===== src/design/ssso_pkg.sv =====
`timescale 1ns / 1ps
// Shared types and constants for the sorted set store.
// No dependencies.
package ssso_pkg;

    localparam int SET_DEPTH_DEF = 16;
    localparam int VAL_W         = 32;

    typedef enum logic [2:0] {
        OP_INSERT = 3'd0,
        OP_DELETE = 3'd1,
        OP_MEMBER = 3'd2,
        OP_UNION  = 3'd3,
        OP_INTER  = 3'd4,
        OP_DIFF   = 3'd5,
        OP_RSVD6  = 3'd6,
        OP_RSVD7  = 3'd7
    } t_op;

    typedef enum logic [1:0] {
        ST_OK        = 2'd0,
        ST_DUP       = 2'd1,
        ST_FULL      = 2'd2,
        ST_NOT_FOUND = 2'd3
    } t_status;

    // One queued transaction between the front and back parts.
    typedef struct packed {
        t_op                op;
        logic               sel;
        logic [VAL_W-1:0]   value;
    } t_qent;

endpackage


===== src/design/ssso_ram.sv =====
`timescale 1ns / 1ps
// Generic single-write, single-read RAM with registered read data.
// No dependencies.
module ssso_ram #(
    parameter int WIDTH = 32,
    parameter int DEPTH = 16
) (
    input  logic                     i_clk,
    input  logic                     i_we,
    input  logic [$clog2(DEPTH)-1:0] i_waddr,
    input  logic [WIDTH-1:0]         i_wdata,
    input  logic [$clog2(DEPTH)-1:0] i_raddr,
    output logic [WIDTH-1:0]         o_rdata
);
    logic [WIDTH-1:0] r_mem [DEPTH];
    logic [WIDTH-1:0] r_rdata;

    always_ff @(posedge i_clk) begin
        if (i_we) begin
            r_mem[i_waddr] <= i_wdata;
        end
        r_rdata <= r_mem[i_raddr];
    end

    assign o_rdata = r_rdata;
endmodule


===== src/design/ssso_front.sv =====
`timescale 1ns / 1ps
// Front part: accepts transactions, drops unused op codes, two-entry queue.
// Depends on ssso_pkg.
module ssso_front import ssso_pkg::*; (
    input  logic              i_clk,
    input  logic              i_rst_n,
    input  logic              i_in_valid,
    output logic              o_in_stall,
    input  logic [2:0]        i_op,
    input  logic              i_which_set,
    input  logic [VAL_W-1:0]  i_value,
    output logic              o_q_valid,
    output t_qent             o_q_ent,
    input  logic              i_q_pop
);
    t_qent       r_q [2];
    logic        r_wp, r_rp;
    logic [1:0]  r_cnt;
    logic        push;

    // op codes six and seven are taken but discarded
    assign push       = i_in_valid && !o_in_stall && (i_op <= OP_DIFF);
    assign o_in_stall = (r_cnt == 2'd2);
    assign o_q_valid  = (r_cnt != 2'd0);
    assign o_q_ent    = r_q[r_rp];

    always_ff @(posedge i_clk) begin
        if (!i_rst_n) begin
            r_wp  <= 1'b0;
            r_rp  <= 1'b0;
            r_cnt <= 2'd0;
        end else begin
            if (push) begin
                r_q[r_wp] <= '{op: t_op'(i_op), sel: i_which_set, value: i_value};
                r_wp      <= ~r_wp;
            end
            if (i_q_pop) begin
                r_rp <= ~r_rp;
            end
            r_cnt <= r_cnt + {1'b0, push} - {1'b0, i_q_pop};
        end
    end
endmodule


===== src/design/ssso_back.sv =====
`timescale 1ns / 1ps
// Back part: sequencer over the two set RAMs plus the result register.
// Depends on ssso_pkg and ssso_ram.
module ssso_back import ssso_pkg::*; #(
    parameter int SET_DEPTH = SET_DEPTH_DEF
) (
    input  logic              i_clk,
    input  logic              i_rst_n,
    input  logic              i_q_valid,
    input  t_qent             i_q_ent,
    output logic              o_q_pop,
    output logic              o_out_valid,
    input  logic              i_out_stall,
    output logic [VAL_W-1:0]  o_result_value,
    output logic              o_last,
    output logic              o_found,
    output logic [1:0]        o_status,
    output logic              o_empty_result
);
    localparam int AW = $clog2(SET_DEPTH);
    localparam int CW = $clog2(SET_DEPTH + 1);
    localparam logic [CW-1:0] FULL_CNT = CW'(SET_DEPTH);

    typedef enum logic [3:0] {
        S_IDLE, S_SCAN, S_CHK, S_SH_RD, S_SH_WR, S_RESP,
        S_MG, S_MG_CMP, S_MG_TX, S_MG_TY, S_FIN
    } t_state;

    t_state            r_state, n_state;
    t_op               r_op, n_op;
    logic              r_sel, n_sel;
    logic [VAL_W-1:0]  r_v, n_v;
    logic [CW-1:0]     r_cnt_a, n_cnt_a, r_cnt_b, n_cnt_b;
    logic [CW-1:0]     r_i, n_i, r_j, n_j, r_pos, n_pos;
    logic              r_hit, n_hit;
    logic              r_hv, n_hv;
    logic [VAL_W-1:0]  r_held, n_held;
    t_status           r_rst_st, n_rst_st;
    logic              r_ov;
    logic [VAL_W-1:0]  r_o_val;
    logic              r_o_last, r_o_found, r_o_empty;
    t_status           r_o_st;

    logic              ld, ld_last, ld_found, ld_empty;
    logic [VAL_W-1:0]  ld_val;
    t_status           ld_st;
    logic              out_free;

    logic              we_a, we_b;
    logic [AW-1:0]     waddr, raddr_a, raddr_b, scan_addr;
    logic [VAL_W-1:0]  wdata, rd_a, rd_b;

    logic [CW-1:0]     cur_cnt, x_cnt, y_cnt, im1, ip1;
    logic [VAL_W-1:0]  rd_sel, xd, yd;
    logic              swap, mg_go;

    ssso_ram #(.WIDTH(VAL_W), .DEPTH(SET_DEPTH)) u_ram_a (
        .i_clk(i_clk), .i_we(we_a), .i_waddr(waddr), .i_wdata(wdata),
        .i_raddr(raddr_a), .o_rdata(rd_a)
    );
    ssso_ram #(.WIDTH(VAL_W), .DEPTH(SET_DEPTH)) u_ram_b (
        .i_clk(i_clk), .i_we(we_b), .i_waddr(waddr), .i_wdata(wdata),
        .i_raddr(raddr_b), .o_rdata(rd_b)
    );

    assign out_free = !r_ov || !i_out_stall;
    assign cur_cnt  = r_sel ? r_cnt_b : r_cnt_a;
    assign rd_sel   = r_sel ? rd_b : rd_a;
    // difference B minus A walks B as the outer list
    assign swap     = (r_op == OP_DIFF) && r_sel;
    assign x_cnt    = swap ? r_cnt_b : r_cnt_a;
    assign y_cnt    = swap ? r_cnt_a : r_cnt_b;
    assign xd       = swap ? rd_b : rd_a;
    assign yd       = swap ? rd_a : rd_b;
    assign im1      = r_i - 1'b1;
    assign ip1      = r_i + 1'b1;
    // holding a value with nowhere to put it freezes the merge
    assign mg_go    = !(r_hv && !out_free);

    always_comb begin
        n_state = r_state; n_op = r_op; n_sel = r_sel; n_v = r_v;
        n_cnt_a = r_cnt_a; n_cnt_b = r_cnt_b;
        n_i = r_i; n_j = r_j; n_pos = r_pos; n_hit = r_hit;
        n_hv = r_hv; n_held = r_held; n_rst_st = r_rst_st;
        o_q_pop = 1'b0;
        we_a = 1'b0; we_b = 1'b0; waddr = '0; wdata = r_v;
        scan_addr = r_i[AW-1:0];
        ld = 1'b0; ld_val = '0; ld_last = 1'b0; ld_found = 1'b0;
        ld_st = ST_OK; ld_empty = 1'b0;

        unique case (r_state)
            S_IDLE: begin
                if (i_q_valid) begin
                    o_q_pop = 1'b1;
                    n_op = i_q_ent.op; n_sel = i_q_ent.sel; n_v = i_q_ent.value;
                    n_i = '0; n_j = '0; n_pos = '0; n_hit = 1'b0; n_hv = 1'b0;
                    n_state = (i_q_ent.op >= OP_UNION) ? S_MG : S_SCAN;
                end
            end
            S_SCAN: begin
                if (r_i != cur_cnt) begin
                    n_state = S_CHK;
                end else begin
                    n_rst_st = ST_OK;
                    n_state  = S_RESP;
                    if (r_op == OP_INSERT) begin
                        if (r_hit) begin
                            n_rst_st = ST_DUP;
                        end else if (cur_cnt == FULL_CNT) begin
                            n_rst_st = ST_FULL;
                        end else begin
                            n_i = cur_cnt;
                            n_state = S_SH_RD;
                        end
                    end else if (r_op == OP_DELETE) begin
                        if (!r_hit) begin
                            n_rst_st = ST_NOT_FOUND;
                        end else begin
                            n_i = r_pos;
                            n_state = S_SH_RD;
                        end
                    end
                end
            end
            S_CHK: begin
                // insert: r_pos counts smaller entries; delete: index of match
                if (rd_sel == r_v) begin
                    n_hit = 1'b1;
                    if (r_op != OP_INSERT) n_pos = r_i;
                end
                if (r_op == OP_INSERT && $signed(rd_sel) < $signed(r_v)) begin
                    n_pos = r_pos + 1'b1;
                end
                n_i = ip1;
                n_state = S_SCAN;
            end
            S_SH_RD: begin
                if (r_op == OP_INSERT) begin
                    scan_addr = im1[AW-1:0];
                    if (r_i == r_pos) begin
                        waddr = r_pos[AW-1:0];
                        we_a = !r_sel; we_b = r_sel;
                        if (r_sel) n_cnt_b = r_cnt_b + 1'b1;
                        else       n_cnt_a = r_cnt_a + 1'b1;
                        n_state = S_RESP;
                    end else begin
                        n_state = S_SH_WR;
                    end
                end else begin
                    scan_addr = ip1[AW-1:0];
                    if (ip1 >= cur_cnt) begin
                        if (r_sel) n_cnt_b = r_cnt_b - 1'b1;
                        else       n_cnt_a = r_cnt_a - 1'b1;
                        n_state = S_RESP;
                    end else begin
                        n_state = S_SH_WR;
                    end
                end
            end
            S_SH_WR: begin
                waddr = r_i[AW-1:0];
                wdata = rd_sel;
                we_a = !r_sel; we_b = r_sel;
                n_i = (r_op == OP_INSERT) ? im1 : ip1;
                n_state = S_SH_RD;
            end
            S_RESP: begin
                if (out_free) begin
                    ld = 1'b1; ld_last = 1'b1; ld_st = r_rst_st;
                    ld_found = (r_op == OP_MEMBER) && r_hit;
                    n_state = S_IDLE;
                end
            end
            S_MG: begin
                if (r_i < x_cnt && r_j < y_cnt)          n_state = S_MG_CMP;
                else if (r_op != OP_INTER && r_i < x_cnt) n_state = S_MG_TX;
                else if (r_op == OP_UNION && r_j < y_cnt) n_state = S_MG_TY;
                else                                      n_state = S_FIN;
            end
            S_MG_CMP: begin
                if (mg_go) begin
                    n_state = S_MG;
                    if ($signed(xd) < $signed(yd)) begin
                        n_i = ip1;
                        if (r_op != OP_INTER) begin
                            n_hv = 1'b1; n_held = xd; ld = r_hv;
                        end
                    end else if ($signed(yd) < $signed(xd)) begin
                        n_j = r_j + 1'b1;
                        if (r_op == OP_UNION) begin
                            n_hv = 1'b1; n_held = yd; ld = r_hv;
                        end
                    end else begin
                        n_i = ip1; n_j = r_j + 1'b1;
                        if (r_op != OP_DIFF) begin
                            n_hv = 1'b1; n_held = xd; ld = r_hv;
                        end
                    end
                    ld_val = r_held;
                end
            end
            S_MG_TX: begin
                if (mg_go) begin
                    n_i = ip1; n_hv = 1'b1; n_held = xd;
                    ld = r_hv; ld_val = r_held;
                    n_state = S_MG;
                end
            end
            S_MG_TY: begin
                if (mg_go) begin
                    n_j = r_j + 1'b1; n_hv = 1'b1; n_held = yd;
                    ld = r_hv; ld_val = r_held;
                    n_state = S_MG;
                end
            end
            S_FIN: begin
                if (out_free) begin
                    ld = 1'b1; ld_last = 1'b1;
                    ld_val = r_hv ? r_held : '0;
                    ld_empty = !r_hv;
                    n_hv = 1'b0;
                    n_state = S_IDLE;
                end
            end
            default: n_state = S_IDLE;
        endcase
    end

    // merge reads both RAMs at (i, j); scans and shifts read one set
    always_comb begin
        if (r_state == S_MG || r_state == S_MG_CMP || r_state == S_MG_TX ||
            r_state == S_MG_TY || r_state == S_FIN) begin
            raddr_a = swap ? r_j[AW-1:0] : r_i[AW-1:0];
            raddr_b = swap ? r_i[AW-1:0] : r_j[AW-1:0];
        end else begin
            raddr_a = scan_addr;
            raddr_b = scan_addr;
        end
    end

    always_ff @(posedge i_clk) begin
        if (!i_rst_n) begin
            r_state <= S_IDLE;
            r_cnt_a <= '0;
            r_cnt_b <= '0;
            r_hv    <= 1'b0;
            r_ov    <= 1'b0;
        end else begin
            r_state <= n_state;
            r_cnt_a <= n_cnt_a;
            r_cnt_b <= n_cnt_b;
            r_hv    <= n_hv;
            if (ld)               r_ov <= 1'b1;
            else if (!i_out_stall) r_ov <= 1'b0;
        end
        r_op <= n_op; r_sel <= n_sel; r_v <= n_v;
        r_i <= n_i; r_j <= n_j; r_pos <= n_pos; r_hit <= n_hit;
        r_held <= n_held; r_rst_st <= n_rst_st;
        if (ld) begin
            r_o_val <= ld_val; r_o_last <= ld_last; r_o_found <= ld_found;
            r_o_st <= ld_st; r_o_empty <= ld_empty;
        end
    end

    assign o_out_valid    = r_ov;
    assign o_result_value = r_o_val;
    assign o_last         = r_o_last;
    assign o_found        = r_o_found;
    assign o_status       = r_o_st;
    assign o_empty_result = r_o_empty;
endmodule


===== src/design/sorted_set_store_with_set_ops_core.sv =====
`timescale 1ns / 1ps
// Two sorted sets (A, B) with insert/delete/member and union/intersection/difference.
// Member scans the chosen set entry by entry; insert/delete then shift each moved entry in turn.
// Set ops: each merge step first addresses both RAMs (S_MG), then acts on the registered read data.
// A two-entry queue decouples intake from the sequencer; results leave via one register.
// Reset (sync, active low) clears both counts, the state and the valid flags; set RAMs are not cleared.
// Depends on ssso_pkg, ssso_front, ssso_back, ssso_ram.
module sorted_set_store_with_set_ops_core import ssso_pkg::*; #(
    parameter int SET_DEPTH = SET_DEPTH_DEF
) (
    input  logic                     i_clk,
    input  logic                     i_rst_n,
    input  logic                     i_in_valid,
    output logic                     o_in_stall,
    input  logic [2:0]               i_op,
    input  logic                     i_which_set,
    input  logic signed [VAL_W-1:0]  i_value,
    output logic                     o_out_valid,
    input  logic                     i_out_stall,
    output logic signed [VAL_W-1:0]  o_result_value,
    output logic                     o_last,
    output logic                     o_found,
    output logic [1:0]               o_status,
    output logic                     o_empty_result
);
    // queue handshake between intake and sequencer
    logic   q_valid, q_pop;
    t_qent  q_ent;

    // Front: takes every transaction while the queue has room; op codes
    // six and seven are accepted and dropped without a result.
    ssso_front u_front (
        .i_clk(i_clk), .i_rst_n(i_rst_n),
        .i_in_valid(i_in_valid), .o_in_stall(o_in_stall),
        .i_op(i_op), .i_which_set(i_which_set), .i_value(i_value),
        .o_q_valid(q_valid), .o_q_ent(q_ent), .i_q_pop(q_pop)
    );

    // Back: scans/shifts for single-set ops, two-pointer merge for set ops.
    // The last merge value is held back so it can be tagged as last.
    ssso_back #(.SET_DEPTH(SET_DEPTH)) u_back (
        .i_clk(i_clk), .i_rst_n(i_rst_n),
        .i_q_valid(q_valid), .i_q_ent(q_ent), .o_q_pop(q_pop),
        .o_out_valid(o_out_valid), .i_out_stall(i_out_stall),
        .o_result_value(o_result_value), .o_last(o_last), .o_found(o_found),
        .o_status(o_status), .o_empty_result(o_empty_result)
    );
endmodule


===== config.mk =====
export PLATFORM = sky130hd
export DESIGN_NAME = sorted_set_store_with_set_ops_core
export DESIGN_NICKNAME = d
export VERILOG_FILES = /design/src/design/ssso_pkg.sv /design/src/design/ssso_ram.sv /design/src/design/ssso_front.sv /design/src/design/ssso_back.sv /design/src/design/sorted_set_store_with_set_ops_core.sv
export SDC_FILE = /design/constraint.sdc
export NUM_CORES = 2
export LEC_CHECK = 0
export BUFFER_PORTS_ARGS = -buffer_cell sky130_fd_sc_hd__buf_2
export CAP_MARGIN = 20
export CELL_PAD_IN_SITES_DETAIL_PLACEMENT = 1
export CELL_PAD_IN_SITES_GLOBAL_PLACEMENT = 1
export CORE_MARGIN = 3
export CORE_UTILIZATION = 30
export DETAILED_ROUTE_END_ITERATION = 12
export GPL_TIMING_DRIVEN = 0
export MAX_ROUTING_LAYER = met4
export PLACE_DENSITY_LB_ADDON = 0.1
export SETUP_SLACK_MARGIN = 0.4
export SLEW_MARGIN = 20
export SYNTH_ARGS = -nofsm -noshare
export SYNTH_HDL_FRONTEND = slang
export SYNTH_HIERARCHICAL = 1
export SYNTH_SLANG_ARGS = --single-unit

===== constraint.sdc =====
create_clock -name i_clk -period 14.4 [get_ports i_clk]
set_input_delay 2.88 -clock i_clk [delete_from_list [all_inputs] [get_ports i_clk]]
set_output_delay 2.88 -clock i_clk [all_outputs]
set_load 0.005 [all_outputs]

==> reports/results.txt <==
The run finished with clean final reports. The run gives 0 as the final routed DRC violation total. Wires add up to 164,000 um. The final-report hold violation count is 0. The layer flagged by global routing as most heavily used is met2.

The HPWL after detailed placement is 119,000 um. In this design, the largest share of critical-path delay is due to buffers and inverters. Setup violations remaining at the end of the flow were counted as 0. Headroom to the max-slew limit came out at 28.7%.

Cell at the root of the clock tree: clkbuf_16. The ratio of cells with drive above 1 in the final layout was 26.7%. The post-synthesis adder-cell area fraction is 1.95%, and the register share of total power is 35.5%. Global routing used 30.9% of the available met2 tracks. In this run the post-CTS setup repair buffer count came out at 0.

Input and output buffers added on the ports amount to 78. The die is 426 um tall. Summing the sequential cell areas from Yosys gives 72.5% of the chip area. For the count of boundary I/O pins, the log shows 79.

Relative to the synthesized area, the layout overhead comes to 20.9%. The critical path runs through a total of 14 cells. The maximum number of buffers from clock root to sink is 3, and the number of buffer and inverter instances along the worst setup path is 3. The global route total overflow is 0. After synthesis, the cell types taking the most area are edfxtp_1 69%, mux4_2 11%, dfxtp_1 3.2%. The CTS buffer count came out at 150.

The netlist uses 83 different library cells. Across the run, the number of max-cap violations was 0. In the final routed layout, each cell accounts on average for 28.9 um.

The most numerous cell type found on the critical path is clkbuf_1. Summed over all nets, the switching power comes to 0.00541 W. Using the TritonRoute via totals, the vias-per-cell ratio works out to 4.99. The net switching fraction of the power was 36.5%. After the last flow step, the layout net total stands at 3,309. In this run, post-CTS repair resized a total of 0 instances. Measured in cells, the most critical reg-to-reg path has a length of 14. Global routing consumed, on the met3 layer, 2.50% of the routing resources.

The cell with the biggest individual delay on the critical path was clkbuf_1. For the pin with the worst max-slew slack, the measured transition is 1.07 ns. Of the post-synthesis cell area, the part taken by muxes is 13.6%.

The tools report the kind of capture point of the worst setup path as a register. The tools report the total routing usage reported by global routing as 18.6%. The largest total area in the synthesized netlist belongs to edfxtp_1.

edfxtp_1 is the most common cell in the netlist. Walking the worst path, the cells encountered are buf_6, clkbuf_1, clkbuf_1, mux2_2, ha_1, nand4_1, or2_2, nor3_1, nand3_1, a221oi_1, nor4_1, and4_1, o21ai_1, a21oi_1. In this run the register-to-register setup slack is 8.64 ns. The cell area after synthesis was 52,800 um^2. In this run, the number of DRC markers left after iteration 0 of detailed routing was 2,176. By area, the combinational part of the netlist is dominated by multiplexers. From left edge to right edge, the die measures 426 um.

The initialized floorplan defines 153 standard-cell rows. The clock period could shrink to 5.76 ns. Leakage power summed over all cells: 21.0 nW.

For this run, the number of Yosys warnings is 6. After synthesis the netlist holds a flip-flop and latch count of 1,304. The area enclosed by the die boundary is 181,000 um^2. Counting every instance in the synthesized netlist gives 2,859. The power density over cell area works out to 232 nW/um^2. Number of global-route vias before repair: 30,600.

The tools report the maximum number of pins on one net before global-route repair as 30. TritonCTS built the clock tree. Per report_power, the clock group accounts for 25.5% of the total.

Primary flip-flop cell chosen by synthesis mapping: edfxtp_1. The number of H-tree levels was 4; the peak ir drop on the vdd network was 0.124 mV. Final core area utilization: 36.6%. The tools report the clock latency on the worst-skew pair as 0.78 ns. Dividing the final minimum period by the clock period gives 40.0%.

Summed over all failing endpoints, the final setup total negative slack is 0 ns. The run gives 0 as the hold-fix buffer count after cts. For the worst setup path, the data arrival time is 6.20 ns.

Data on the critical path is required at its endpoint by 14.84 ns. The first global-routing pass estimated 232,000 um of wire. The type of the worst setup path was reg -> reg. When the netlist entered floorplanning its net count stood at 2,958. Summing the areas of all and, or, nand and nor instances in the mapped netlist gives 4.52% of the synthesized area.

The run gives 0 as the max-slew violation count. Setup repair after global routing left no endpoint under its margin. Initial cell density of the core: 30.3%.

For this block, the via count after detailed routing is 28,200. Static timing analysis puts the maximum clock frequency at 174 MHz. After floorplanning, the core was sized to cover 174,000 um^2. Routability-driven placement finished with a final weighted congestion of 0.820. The largest fanout of any net on the critical path works out to 10. Clock-pin slew was measured on the worst setup and hold paths at 0.06 ns. For met1 alone, demand over resource in global routing was 24.0%. The post-synthesis share of cell area spent on xor and xnor gates is 1.11%, and the number of cells traversed by the worst hold path is 2. In this run the mean area of a mapped cell was 18.5 um^2.

The first detailed-routing pass ran for 7 iterations. Clock skew on the completed layout was measured at 0.0607 ns. For the number of antenna violations at the first check in global routing, the log shows 7. The delay of the slowest cell on the worst path is 0.79 ns. The cell-internal power is 0.00940 W. The portion of synthesized cell area occupied by the leading cell type is 69.3%.

The tools report the critical path launch point type as a register. Kind of path behind the tightest hold check: reg -> reg. The antenna violation net count after detailed routing is 0, and the number of enable-type register cells in the synthesized netlist is 1,219.

Share of flip-flops with an asynchronous set or reset after synthesis: 0%. The commonest cells after synthesis are 1,219 x edfxtp_1, 256 x mux4_2, 187 x nand2_1. The share of the synthesized area in compound gates (AO/OA/AOI/OAI) was 4.42%. The clock drives 1,304 sinks. Per report_power, the combinational group accounts for 38.9% of the total.
==> tightest hold or removal path, cell delays in order (launching register included) <==
cell and delay [ns]:
dfxtp_1 0.31, nand2_1 0.07, mux2i_1 0.08
==> path summary, 6_finish.rpt <==
| kind | startpoint | end |
|---|---|---|
| worst max register to register | u_back/r_sel$_DFFE_PP_ | u_back/r_pos[0]$_SDFFCE_PN0P_ |
| worst min-delay path | u_front/r_wp$_SDFFE_PN0P_ | u_front/r_wp$_SDFFE_PN0P_ |
| worst min register to register | u_front/r_wp$_SDFFE_PN0P_ | u_front/r_wp$_SDFFE_PN0P_ |
| worst max-delay path | u_back/r_sel$_DFFE_PP_ | u_back/r_pos[0]$_SDFFCE_PN0P_ |
==> power by group through the flow <==
| stage | combinational (W) | clock, W | sequential [W] |
|---|---|---|---|
| final | 0.00577 | 0.00378 | 0.00527 |
| after global routing | 0.00619 | 0.00405 | 0.00529 |
| after CTS | 0.00588 | 0.00390 | 0.00527 |
| after detailed placement | 0.00587 | 0 | 0.00535 |
| after global placement | 0.00529 | 0 | 0.00549 |
| after floorplan | 0.00328 | 0 | 0.00526 |
==> flip-flops by register name, indices dropped and copies added, names as in the netlist, 32 cells and up, named ones only <==
name and cells:
u_back/u_ram_a/o_rdata 32, u_back/u_ram_b/r_mem 512, u_back/r_v 32, u_back/r_held 32, u_back/o_result_value 32, u_back/u_ram_b/o_rdata 32, u_front/r_q 72, u_back/u_ram_a/r_mem 512
==> layout by cell type, fill, tap and decap left out, types with 29 or more instances in the layout <==
cell type  instances
mux4_2           256
ha_1              57
clkbuf_1         104
nor2b_1           65
o21ai_4           31
inv_1             67
nand2_1          187
mux2_4            54
dfxtp_1           85
mux2i_1           36
a22oi_1          131
a21oi_1           36
xnor2_1           43
buf_16            45
buf_2             95
nand2b_1          29
buf_4             62
clkinv_1          29
clkbuf_16        151
edfxtp_1        1219
o21ai_0           53
nor2_1            59
==> kinds of logic (layout without fill, tap and decap cells) <==
logic type,Yosys count,in the layout
DFF,1304,1304
and+or+nand+nor,481,481
muxes,368,368
AOI/OAI and AO/OA,345,345
buffers and inverters,209,680
adders and majority gates,86,86
xor gates and xnor gates,66,66
other,0,4
==> per-layer routing <==
layer	routed length, um	up-vias
met1	71500	15300
met5	0	-
met3	5990	227
li1	-	12200
met2	82000	580
met4	4220	0
==> final cells by class <==
class / instances / area [um^2]
Timing Repair Buffer: 199 / 2560
Fill cell: 17100 / 111000
Clock buffer: 196 / 4020
Inverter: 68 / 255
Sequential cell: 1304 / 38300
Antenna cell: 4 / 10.0
Clock inverter: 76 / 886
Buffer: 141 / 761
Tap cell: 2325 / 2910
Multi-Input combinational cell: 1346 / 14200
==> stage by stage <==
| step | std cells | hold WS, ns | power, W | area [um^2] | setup slack (ns) |
|---|---|---|---|---|---|
| after global placement | 5262 | 0.448 | 0.0108 | 56100 | 5.02 |
| after CTS | 5655 | 0.530 | 0.0151 | 63900 | 8.60 |
| after floorplan | 2859 | 0.438 | 0.00853 | 52800 | 8.38 |
| after global routing | 5655 | 0.543 | 0.0155 | 63900 | 8.36 |
| after detailed placement | 5383 | 0.493 | 0.0112 | 59000 | 8.56 |
| final | 5659 | 0.523 | 0.0148 | 63900 | 8.64 |
No activity file was read; power rests on OpenSTA's default activity.
